**src/rtl/core/servo_pulse_slew_limiter_core_defines.svh**
```systemverilog
// ----------------------------------------------------------------------------
// Servo pulse slew limiter assertion macros
// Concurrent assertion helpers; they compile away when SYNTHESIS is defined.
// ----------------------------------------------------------------------------
`ifndef SERVO_PULSE_SLEW_LIMITER_CORE_DEFINES_SVH
`define SERVO_PULSE_SLEW_LIMITER_CORE_DEFINES_SVH
`ifndef SYNTHESIS
`define SPSL_ASSERT(lbl, ck, rs, prop) \
  lbl: assert property (@(posedge ck) disable iff (rs) prop) \
    else $error("spsl assertion failed");
`define SPSL_ASSERT_NR(lbl, ck, prop) \
  lbl: assert property (@(posedge ck) prop) \
    else $error("spsl assertion failed");
`else
`define SPSL_ASSERT(lbl, ck, rs, prop)
`define SPSL_ASSERT_NR(lbl, ck, prop)
`endif
`endif

```
**src/rtl/core/spsl_pkg.sv**
```systemverilog
// ----------------------------------------------------------------------------
// spsl_pkg
// Types and constants shared by the servo pulse slew limiter modules.
// ----------------------------------------------------------------------------
`default_nettype none

package spsl_pkg;

  localparam logic [11:0] NEUTRAL_US    = 12'd1500;
  localparam logic [15:0] RAW_MIN_US    = 16'd1000;
  localparam logic [15:0] RAW_MAX_US    = 16'd2000;
  localparam logic [11:0] MIN_PULSE_RST = 12'd1000;
  localparam logic [11:0] MAX_PULSE_RST = 12'd2000;
  localparam logic [9:0]  STEP_RST      = 10'd10;

  localparam logic signed [15:0] PCT_FULL_Q8 = 16'sd25600;
  localparam logic signed [16:0] PCT_BIAS    = 17'sd25600;
  // 4096 * 51200, keeps the scaled product non-negative without changing parity
  localparam logic signed [30:0] MAP_OFFSET  = 31'sd209715200;
  // ceil(2^25 / 50), exact for quotients of 19-bit values
  localparam logic [19:0] RECIP_50    = 20'd671089;
  localparam int          RECIP_SHIFT = 25;
  localparam logic [5:0]  DIV_50      = 6'd50;
  localparam logic [5:0]  HALF_50     = 6'd25;

  localparam logic [3:0] STEER_CH    = 4'd0;
  localparam logic [3:0] THROTTLE_CH = 4'd1;

  localparam int OUT_DEPTH_DEF = 4;

  typedef enum logic [1:0] {
    CMD_TICK         = 2'd0,
    CMD_RAW          = 2'd1,
    CMD_STEER_PCT    = 2'd2,
    CMD_THROTTLE_PCT = 2'd3
  } cmd_e;

  typedef enum logic [1:0] {
    REG_MIN_PULSE  = 2'd0,
    REG_MAX_PULSE  = 2'd1,
    REG_STEER_STEP = 2'd2
  } reg_e;

  typedef struct packed {
    logic [1:0]         cmd;
    logic [3:0]         channel;
    logic [15:0]        pulse_us;
    logic signed [15:0] percent_q8;
  } in_item_t;

  typedef struct packed {
    logic [3:0]  out_channel;
    logic [11:0] out_pulse_us;
    logic        last;
  } out_item_t;

  typedef struct packed {
    logic [11:0] min_pulse_us;
    logic [11:0] max_pulse_us;
    logic [9:0]  steer_step_us;
  } cfg_t;

  typedef struct packed {
    in_item_t    item;
    logic [13:0] q;
    logic [18:0] s;
    logic [9:0]  low10;
  } pipe_t;

  typedef struct packed {
    logic [1:0] count;
    out_item_t  first;
    out_item_t  second;
  } push_t;

endpackage

`default_nettype wire

```
**src/rtl/core/servo_pulse_slew_limiter_core.sv**
```systemverilog
// ----------------------------------------------------------------------------
// servo_pulse_slew_limiter_core
// Servo command conditioner: percent map, raw pulse forcing, steering slew.
// ----------------------------------------------------------------------------
// Every item passes three register stages (input, map product, divide by 50
// through a reciprocal product) and is retired from the third, where the
// targets are updated and its results are written into a result queue of
// OUT_DEPTH entries. An item can be taken every cycle while the queue has
// room for two results; results leave one per cycle on the single result
// port while out_ready is high, so a stream of ticks (two results each) is
// held back by that port, while other commands can be taken one per cycle.
// Configuration writes are accepted every cycle and must only be issued while
// the block holds no item in flight. Reset is immediate; no clearing pass.
// ----------------------------------------------------------------------------
`default_nettype none

module servo_pulse_slew_limiter_core #(
  parameter int OUT_DEPTH = spsl_pkg::OUT_DEPTH_DEF
) (
  input  logic                clk,
  input  logic                rst,
  input  logic                in_valid,
  output logic                in_ready,
  input  spsl_pkg::in_item_t  in_item,
  output logic                out_valid,
  input  logic                out_ready,
  output spsl_pkg::out_item_t out_item,
  input  logic                cfg_valid,
  output logic                cfg_ready,
  input  logic [1:0]          cfg_index,
  input  logic [11:0]         cfg_data
);
  import spsl_pkg::*;

  cfg_t    cfg;
  logic    c_valid;
  pipe_t   c_pipe;
  logic    room;
  logic    advance;
  logic    fire;
  push_t   push;

  assign cfg_ready = 1'b1;
  assign advance   = !c_valid || room;
  assign fire      = c_valid && room;
  assign in_ready  = advance;

  always_ff @(posedge clk) begin
    if (rst) begin
      cfg.min_pulse_us  <= MIN_PULSE_RST;
      cfg.max_pulse_us  <= MAX_PULSE_RST;
      cfg.steer_step_us <= STEP_RST;
    end else if (cfg_valid && cfg_ready) begin
      case (cfg_index)
        REG_MIN_PULSE:  cfg.min_pulse_us  <= cfg_data;
        REG_MAX_PULSE:  cfg.max_pulse_us  <= cfg_data;
        REG_STEER_STEP: cfg.steer_step_us <= cfg_data[9:0];
        default: begin
        end
      endcase
    end
  end

  spsl_front u_front (
    .clk      (clk),
    .rst      (rst),
    .advance  (advance),
    .in_valid (in_valid),
    .in_item  (in_item),
    .cfg      (cfg),
    .c_valid  (c_valid),
    .c_pipe   (c_pipe)
  );

  spsl_exec u_exec (
    .clk    (clk),
    .rst    (rst),
    .fire   (fire),
    .c_pipe (c_pipe),
    .cfg    (cfg),
    .push   (push)
  );

  spsl_out_fifo #(
    .DEPTH (OUT_DEPTH)
  ) u_out_fifo (
    .clk       (clk),
    .rst       (rst),
    .push      (push),
    .room      (room),
    .out_valid (out_valid),
    .out_ready (out_ready),
    .out_item  (out_item)
  );

endmodule

`default_nettype wire

```
**src/rtl/core/spsl_front.sv**
```systemverilog
// ----------------------------------------------------------------------------
// spsl_front
// Input, product and reciprocal stages of the percent-to-pulse map.
// ----------------------------------------------------------------------------
`default_nettype none

module spsl_front (
  input  logic              clk,
  input  logic              rst,
  input  logic              advance,
  input  logic              in_valid,
  input  spsl_pkg::in_item_t in_item,
  input  spsl_pkg::cfg_t    cfg,
  output logic              c_valid,
  output spsl_pkg::pipe_t   c_pipe
);
  import spsl_pkg::*;

  logic               a_valid;
  in_item_t           a_item;
  logic               b_valid;
  in_item_t           b_item;
  logic [28:0]        b_m;

  logic signed [15:0] pct;
  logic signed [16:0] t_sum;
  logic [15:0]        span_t;
  logic signed [12:0] span_d;
  logic signed [29:0] prod;
  logic signed [30:0] m_sum;
  logic [18:0]        b_s;
  logic [38:0]        q_prod;

  always_comb begin
    pct = $signed(a_item.percent_q8);
    if (pct < -PCT_FULL_Q8) begin
      pct = -PCT_FULL_Q8;
    end else if (pct > PCT_FULL_Q8) begin
      pct = PCT_FULL_Q8;
    end
    t_sum  = 17'(pct) + PCT_BIAS;
    span_t = t_sum[15:0];
    span_d = $signed({1'b0, cfg.max_pulse_us}) - $signed({1'b0, cfg.min_pulse_us});
    prod   = span_d * $signed({1'b0, span_t});
    m_sum  = 31'(prod) + MAP_OFFSET;
  end

  assign b_s    = b_m[28:10];
  assign q_prod = {20'd0, b_s} * {19'd0, RECIP_50};

  always_ff @(posedge clk) begin
    if (rst) begin
      a_valid <= 1'b0;
      b_valid <= 1'b0;
      c_valid <= 1'b0;
    end else if (advance) begin
      a_valid <= in_valid;
      b_valid <= a_valid;
      c_valid <= b_valid;
    end
  end

  always_ff @(posedge clk) begin
    if (advance) begin
      a_item       <= in_item;
      b_item       <= a_item;
      b_m          <= m_sum[28:0];
      c_pipe.item  <= b_item;
      c_pipe.q     <= q_prod[RECIP_SHIFT +: 14];
      c_pipe.s     <= b_s;
      c_pipe.low10 <= b_m[9:0];
    end
  end

endmodule

`default_nettype wire

```
**src/rtl/core/spsl_exec.sv**
```systemverilog
// ----------------------------------------------------------------------------
// spsl_exec
// Final stage: rounding, steering slew, raw pulse forcing and target state.
// ----------------------------------------------------------------------------
`default_nettype none

module spsl_exec (
  input  logic            clk,
  input  logic            rst,
  input  logic            fire,
  input  spsl_pkg::pipe_t c_pipe,
  input  spsl_pkg::cfg_t  cfg,
  output spsl_pkg::push_t push
);
  import spsl_pkg::*;

  logic [11:0]        steer_target;
  logic [11:0]        steer_target_next;
  logic [11:0]        steer_last;
  logic [11:0]        steer_last_next;
  logic [11:0]        throttle_target;
  logic [11:0]        throttle_target_next;

  logic [19:0]        q_x50;
  logic signed [20:0] rem_s;
  logic signed [20:0] rem_w;
  logic [13:0]        q_c;
  logic [5:0]         rem;
  logic               round_up;
  logic [11:0]        pct_pulse;

  logic signed [12:0] diff;
  logic signed [12:0] step13;
  logic [11:0]        steer_val;
  logic [15:0]        raw_pw;
  logic [11:0]        raw_pulse;

  // quotient correction and round half to even
  always_comb begin
    q_x50 = {6'd0, c_pipe.q} * {14'd0, DIV_50};
    rem_s = $signed({2'b00, c_pipe.s}) - $signed({1'b0, q_x50});
    q_c   = c_pipe.q;
    rem_w = rem_s;
    if (rem_s < 21'sd0) begin
      q_c   = c_pipe.q - 14'd1;
      rem_w = rem_s + $signed({15'd0, DIV_50});
    end else if (rem_s >= $signed({15'd0, DIV_50})) begin
      q_c   = c_pipe.q + 14'd1;
      rem_w = rem_s - $signed({15'd0, DIV_50});
    end
    rem      = rem_w[5:0];
    round_up = (rem > HALF_50) ||
               ((rem == HALF_50) && ((c_pipe.low10 != 10'd0) || q_c[0]));
    pct_pulse = cfg.min_pulse_us + q_c[11:0] + {11'd0, round_up};
  end

  always_comb begin
    diff   = $signed({1'b0, steer_target}) - $signed({1'b0, steer_last});
    step13 = $signed({3'b000, cfg.steer_step_us});
    if (diff > step13) begin
      steer_val = steer_last + {2'b00, cfg.steer_step_us};
    end else if (-diff > step13) begin
      steer_val = steer_last - {2'b00, cfg.steer_step_us};
    end else begin
      steer_val = steer_target;
    end
  end

  always_comb begin
    raw_pw = c_pipe.item.pulse_us;
    if (raw_pw != 16'd0) begin
      if (raw_pw < RAW_MIN_US) begin
        raw_pw = RAW_MIN_US;
      end else if (raw_pw > RAW_MAX_US) begin
        raw_pw = RAW_MAX_US;
      end
    end
    raw_pulse = raw_pw[11:0];
  end

  always_comb begin
    steer_target_next    = steer_target;
    steer_last_next      = steer_last;
    throttle_target_next = throttle_target;
    push                 = '0;
    if (fire) begin
      case (c_pipe.item.cmd)
        CMD_TICK: begin
          steer_last_next          = steer_val;
          push.count               = 2'd2;
          push.first.out_channel   = STEER_CH;
          push.first.out_pulse_us  = steer_val;
          push.first.last          = 1'b0;
          push.second.out_channel  = THROTTLE_CH;
          push.second.out_pulse_us = throttle_target;
          push.second.last         = 1'b1;
        end
        CMD_RAW: begin
          if (c_pipe.item.channel == STEER_CH) begin
            steer_target_next = raw_pulse;
            steer_last_next   = raw_pulse;
          end else if (c_pipe.item.channel == THROTTLE_CH) begin
            throttle_target_next = raw_pulse;
          end
          push.count              = 2'd1;
          push.first.out_channel  = c_pipe.item.channel;
          push.first.out_pulse_us = raw_pulse;
          push.first.last         = 1'b1;
        end
        CMD_STEER_PCT: begin
          steer_target_next = pct_pulse;
        end
        CMD_THROTTLE_PCT: begin
          throttle_target_next = pct_pulse;
        end
        default: begin
        end
      endcase
    end
  end

  always_ff @(posedge clk) begin
    if (rst) begin
      steer_target    <= NEUTRAL_US;
      steer_last      <= NEUTRAL_US;
      throttle_target <= NEUTRAL_US;
    end else begin
      steer_target    <= steer_target_next;
      steer_last      <= steer_last_next;
      throttle_target <= throttle_target_next;
    end
  end

endmodule

`default_nettype wire

```
**src/rtl/core/spsl_out_fifo.sv**
```systemverilog
// ----------------------------------------------------------------------------
// spsl_out_fifo
// Result queue; takes up to two items per cycle, hands out one per cycle while out_ready is high.
// ----------------------------------------------------------------------------
`default_nettype none
`include "servo_pulse_slew_limiter_core_defines.svh"

module spsl_out_fifo #(
  parameter int DEPTH = spsl_pkg::OUT_DEPTH_DEF
) (
  input  logic                clk,
  input  logic                rst,
  input  spsl_pkg::push_t     push,
  output logic                room,
  output logic                out_valid,
  input  logic                out_ready,
  output spsl_pkg::out_item_t out_item
);
  import spsl_pkg::*;

  localparam int PW = (DEPTH > 1) ? $clog2(DEPTH) : 1;
  localparam int CW = $clog2(DEPTH + 1);

  out_item_t       mem [DEPTH];
  logic [PW-1:0]   wr_ptr;
  logic [PW-1:0]   wr_ptr1;
  logic [PW-1:0]   wr_ptr2;
  logic [PW-1:0]   rd_ptr;
  logic [CW-1:0]   count;
  logic [CW-1:0]   count_next;
  logic            pop;

  function automatic logic [PW-1:0] ptr_inc(input logic [PW-1:0] p);
    ptr_inc = (p == PW'(DEPTH - 1)) ? '0 : p + 1'b1;
  endfunction

  assign wr_ptr1    = ptr_inc(wr_ptr);
  assign wr_ptr2    = ptr_inc(wr_ptr1);
  assign out_valid  = (count != '0);
  assign out_item   = mem[rd_ptr];
  assign pop        = out_valid && out_ready;
  assign room       = (count <= CW'(DEPTH - 2));
  assign count_next = count + CW'(push.count) - CW'(pop);

  always_ff @(posedge clk) begin
    if (rst) begin
      wr_ptr <= '0;
      rd_ptr <= '0;
      count  <= '0;
    end else begin
      count <= count_next;
      if (pop) begin
        rd_ptr <= ptr_inc(rd_ptr);
      end
      if (push.count == 2'd1) begin
        wr_ptr <= wr_ptr1;
      end else if (push.count == 2'd2) begin
        wr_ptr <= wr_ptr2;
      end
    end
  end

  always_ff @(posedge clk) begin
    if (push.count != 2'd0) begin
      mem[wr_ptr] <= push.first;
    end
    if (push.count == 2'd2) begin
      mem[wr_ptr1] <= push.second;
    end
  end

  `SPSL_ASSERT(a_count_bound, clk, rst, count <= CW'(DEPTH))
  `SPSL_ASSERT(a_no_overflow, clk, rst, (push.count == 2'd0) || room)
  `SPSL_ASSERT(a_idle_stays_empty, clk, rst, ((count == '0) && (push.count == 2'd0)) |=> !out_valid)
  `SPSL_ASSERT_NR(a_empty_after_reset, clk, rst |=> ((count == '0) && !out_valid))

endmodule

`default_nettype wire

```
**config.mk**
```make
export PLATFORM = sky130hd
export DESIGN_NAME = servo_pulse_slew_limiter_core
export DESIGN_NICKNAME = d
export VERILOG_FILES = /design/src/rtl/core/spsl_pkg.sv /design/src/rtl/core/servo_pulse_slew_limiter_core.sv /design/src/rtl/core/spsl_front.sv /design/src/rtl/core/spsl_exec.sv /design/src/rtl/core/spsl_out_fifo.sv
export VERILOG_INCLUDE_DIRS = /design/src /design/src/rtl/core
export SDC_FILE = /design/constraint.sdc
export NUM_CORES = 2
export LEC_CHECK = 0
export BUFFER_PORTS_ARGS = -buffer_cell sky130_fd_sc_hd__buf_4
export CAP_MARGIN = 20
export CORE_MARGIN = 2
export CORE_UTILIZATION = 65
export CTS_BUF_LIST = sky130_fd_sc_hd__clkbuf_16
export CTS_CLUSTER_SIZE = 20
export DETAILED_ROUTE_END_ITERATION = 8
export MAX_ROUTING_LAYER = met4
export PLACE_DENSITY_LB_ADDON = 0.15
export SKIP_LAST_GASP = 1
export SLEW_MARGIN = 20
export SYNTH_ARGS = -nofsm -noshare
export SYNTH_HDL_FRONTEND = slang
export SYNTH_SLANG_ARGS = --single-unit
```
**constraint.sdc**
```tcl
create_clock -name clk -period 11.5 [get_ports clk]
set_input_delay 1.15 -clock clk [delete_from_list [all_inputs] [get_ports clk]]
set_output_delay 1.15 -clock clk [all_outputs]
set_load 0.01 [all_outputs]
```
==> impl_results.md <==
- Status: complete, no violations
- CTS tree: yes
- Crit-path most repeated cell: a21oi_1
- Initial detailed-routing violation count: about 2200
- Worst path slowest cell: nor4_1
- RR Startpoint: u_front.c_pipe[31]
- Rel. slew slack: 30.0%
- Vias/cell: about 6.2
- Synth-to-Final Area Change: 7.43%
- Die area: 0.0494 mm²
- Ports: 77
- Post-CTS setup buffer count: 0
- Fraction of layout cells with a size suffix above 1: about 6.4%
- I/O Buffers: 75
- CP peak stage delay: roughly 0.53 ns
- Top Usage Layer GRT: met2
- Worst Hold End: u_front.c_pipe[2]
- Clock buffer count from CTS: 37
- Routed Wire Length: between 70 and 80 mm
- Max Fclk: a little over 100 MHz
- Reg2reg end: u_exec.throttle_target[10]
- Avg Inst Size Synth: just under 10 µm²
- Remaining antenna violation count: 0
- Post-route clock period utilization: a little under nine tenths
- FP Rows: approximately 80
- Largest net degree at the start of global routing: 86
- GR Overflow Total: 0
- CP required: between 10 and 15 ns
- Largest family of logic cells by synthesized area: adder cells
- Final hold violation count: 0
- Via Count: between 20000 and 25000
- First-pass GRT wire length: between 100 and 150 mm
- Vias in the first global route: approximately 25000
- Inserted Diodes: 0
- Worst-path clk slew: roughly 0.060 ns
- HPWL Detailed: approximately 62 mm
- CP Max Fanout: 6
- Clock sinks: 304
- Antenna violations before repair: 0
- Max-cap violation count: 0
- Tightest Hold Check Type: flop to flop
- Worst Max-Slew Pin Slew: about 1.0 ns
- PostCTS Resize Cnt: 0
- Simple logic cell fraction of the synthesized area: around an eighth
- CTS Hold Buffers Added: 0
- Min-delay src: u_front.b_m[2]
- All-Layer GR Usage: about a third
- Critical Path End Type: flop
- Async S/R FF share, synth: 0%
- Yosys top cell area share: roughly a fifth
- Pins Over Slew Limit: 0
- H-tree depth: 2
- Total negative slack: 0 ns
- Netlist cell types: roughly 90
- Root buffer cell: clkbuf_16
- Placeable Area: around 0.047 mm²
- Area contributors post-synth: edfxtp_1 20%, fa_1 19%, ha_1 17%
- Setup CP Type: flop to flop
- Skew final: 0.0334 ns
- Post-DR wirelength/cell: 20.6 µm
- Clock Path Buffers: 3
- Arrival @ worst endpoint: approximately 10 ns
- Clk_lat worst skew: ~0.57 ns
- Flop-to-flop setup slack: around 1.6 ns
- Placed Area: around 0.032 mm²
- Design Area, Final: around 0.033 mm²
- Main synth FF type: edfxtp_1
- Initial Utilization: about two thirds
- #FFs+latches synth: 304
- Final setup violation count: 0
- Synth Area in Adders: between 30% and 40%
- Met1 Usage GRT: 42.9%
- Compound-Gate Fraction of Synth Area: a little under an eighth
- GP Congestion: ~0.96
- Cell taking the most area after synthesis: edfxtp_1
- Register area share after synthesis: a little over a quarter
- Die Ht: approximately 220 µm
- Post-Synth XOR/XNOR Area: under 10%
- Grt met3 use: 4.65%
- DRC violations left: 0
- Min Tclk post-route: approximately 9.9 ns
- Number of synthesized flops with an enable pin: between 200 and 250
- Syn Inst Count: ~3200
- Mux share of post-synthesis cell area: between 1.5 and 2%
- Net Count, Synth: around 3900
- Reg2Reg Depth: 38
- Unrepaired setup endpoints after global routing: false
- Synth Warn #: 0
- Met2 usage: a little under three fifths
- Worst hold stages: 0
- Netlist Area Pre-Place: around 0.031 mm²
- Nets: around 4000
- Drt pass-1 iters: 6
- Die W: between 200 and 250 µm
- Worst setup SP type: flop
[layout by cell type, fill, tap and decap left out, drive strengths merged, types with 14 or more instances in the layout]
master,instances
inv,517
ha,426
nand2,304
fa,297
nor2,222
edfxtp,210
a21oi,130
o21ai,108
buf,96
dfxtp,94
xnor2,72
nand3,56
nor3,47
and2,46
a21o,40
xor2,38
clkbuf,37
nor2b,34
nand2b,27
a211oi,27
a32oi,26
and3,24
o221ai,21
o21a,19
o21bai,17
nand4,17
o211ai,17
mux4,17
nor4,17
mux2i,15
o31ai,14
[critical path, delay by kind of cell, from the launching register on]
family                   cells  cell delay [ns]
adder cells (fa/ha/maj)      7             2.57
flip-flops                   1             0.45
buffers and inverters        1             0.17
XOR/XNOR                     3             0.52
AO/OA/AOI/OAI               20             4.18
AND/OR/NAND/NOR              7             1.85
[layout make-up]
type | instances | area, µm²
Clock inverter | 30 | 220
Fill cell | 3487 | 13500
Timing Repair Buffer | 96 | 721
Inverter | 503 | 1890
Tap cell | 607 | 759
Clock buffer | 37 | 926
Sequential cell | 304 | 8190
Multi-Input combinational cell | 2265 | 20500
[flip-flops by register name, indices dropped and copies added (netlist names), 2 cells and up, named ones only]
name and cells:
cfg 34, u_exec.steer_last 12, u_exec.steer_target 12, u_exec.throttle_target 12, u_front.a_item 38, u_front.b_item 22
u_front.b_m 29, u_front.c_pipe 65, u_out_fifo.count 3, u_out_fifo.mem 68, u_out_fifo.rd_ptr 2, u_out_fifo.wr_ptr 2
[routing by layer]
metal  up-vias  wire, µm
met1     11704     31700
li1      10913         -
met4         0      3110
met2      1006     38800
met3       251      5520
met5         -         0
[worst max-delay path by stage]
stage,startpoint,endpoint,slack [ns]
2_1_floorplan,u_front.c_pipe[31],u_exec.throttle_target[10],3.20
3_3_place_gp,u_front.c_pipe[31],u_exec.throttle_target[10],2.09
3_5_place_dp,u_front.c_pipe[31],u_exec.throttle_target[10],1.79
4_1_cts,u_front.c_pipe[31],u_exec.throttle_target[10],1.70
5_1_grt,u_front.c_pipe[31],u_exec.throttle_target[10],0.67
6_report,u_front.c_pipe[31],u_exec.throttle_target[10],1.62
[metrics by stage]
| step | worst slack, ns | util [%] | hold WS [ns] | cells |
|---|---|---|---|---|
| 2_1_floorplan | 3.20 | - | 0.400 | 3166 |
| 3_3_place_gp | 2.09 | 68.6 | 0.401 | 3775 |
| 3_5_place_dp | 1.79 | 68.7 | 0.405 | 3775 |
| 4_1_cts | 1.70 | 71.1 | 0.417 | 3842 |
| 5_1_grt | 0.669 | 71.1 | 0.424 | 3842 |
| 6_report | 1.62 | 71.1 | 0.412 | 3842 |
[logic make-up after synthesis]
logic type	after synthesis
AND/OR/NAND/NOR	852
adder cells (fa/ha/maj)	723
buffers and inverters	597
AO/OA/AOI/OAI	545
flip-flops	304
XOR/XNOR	110
multiplexers	34
other	1
[cells in the mapped netlist (45+ instances only)]
cell / number
nor3_1: 47
edfxtp_1: 210
fa_1: 297
nor2_1: 219
dfxtp_1: 94
a21oi_1: 129
nand2_1: 304
and2_1: 45
nand3_1: 55
ha_1: 426
inv_1: 502
xnor2_1: 71
clkbuf_1: 81
o21ai_0: 95
Power is left out: the tool's default activity adds up to more than one toggle a clock period on the data nets, which glitch-free logic cannot reach.
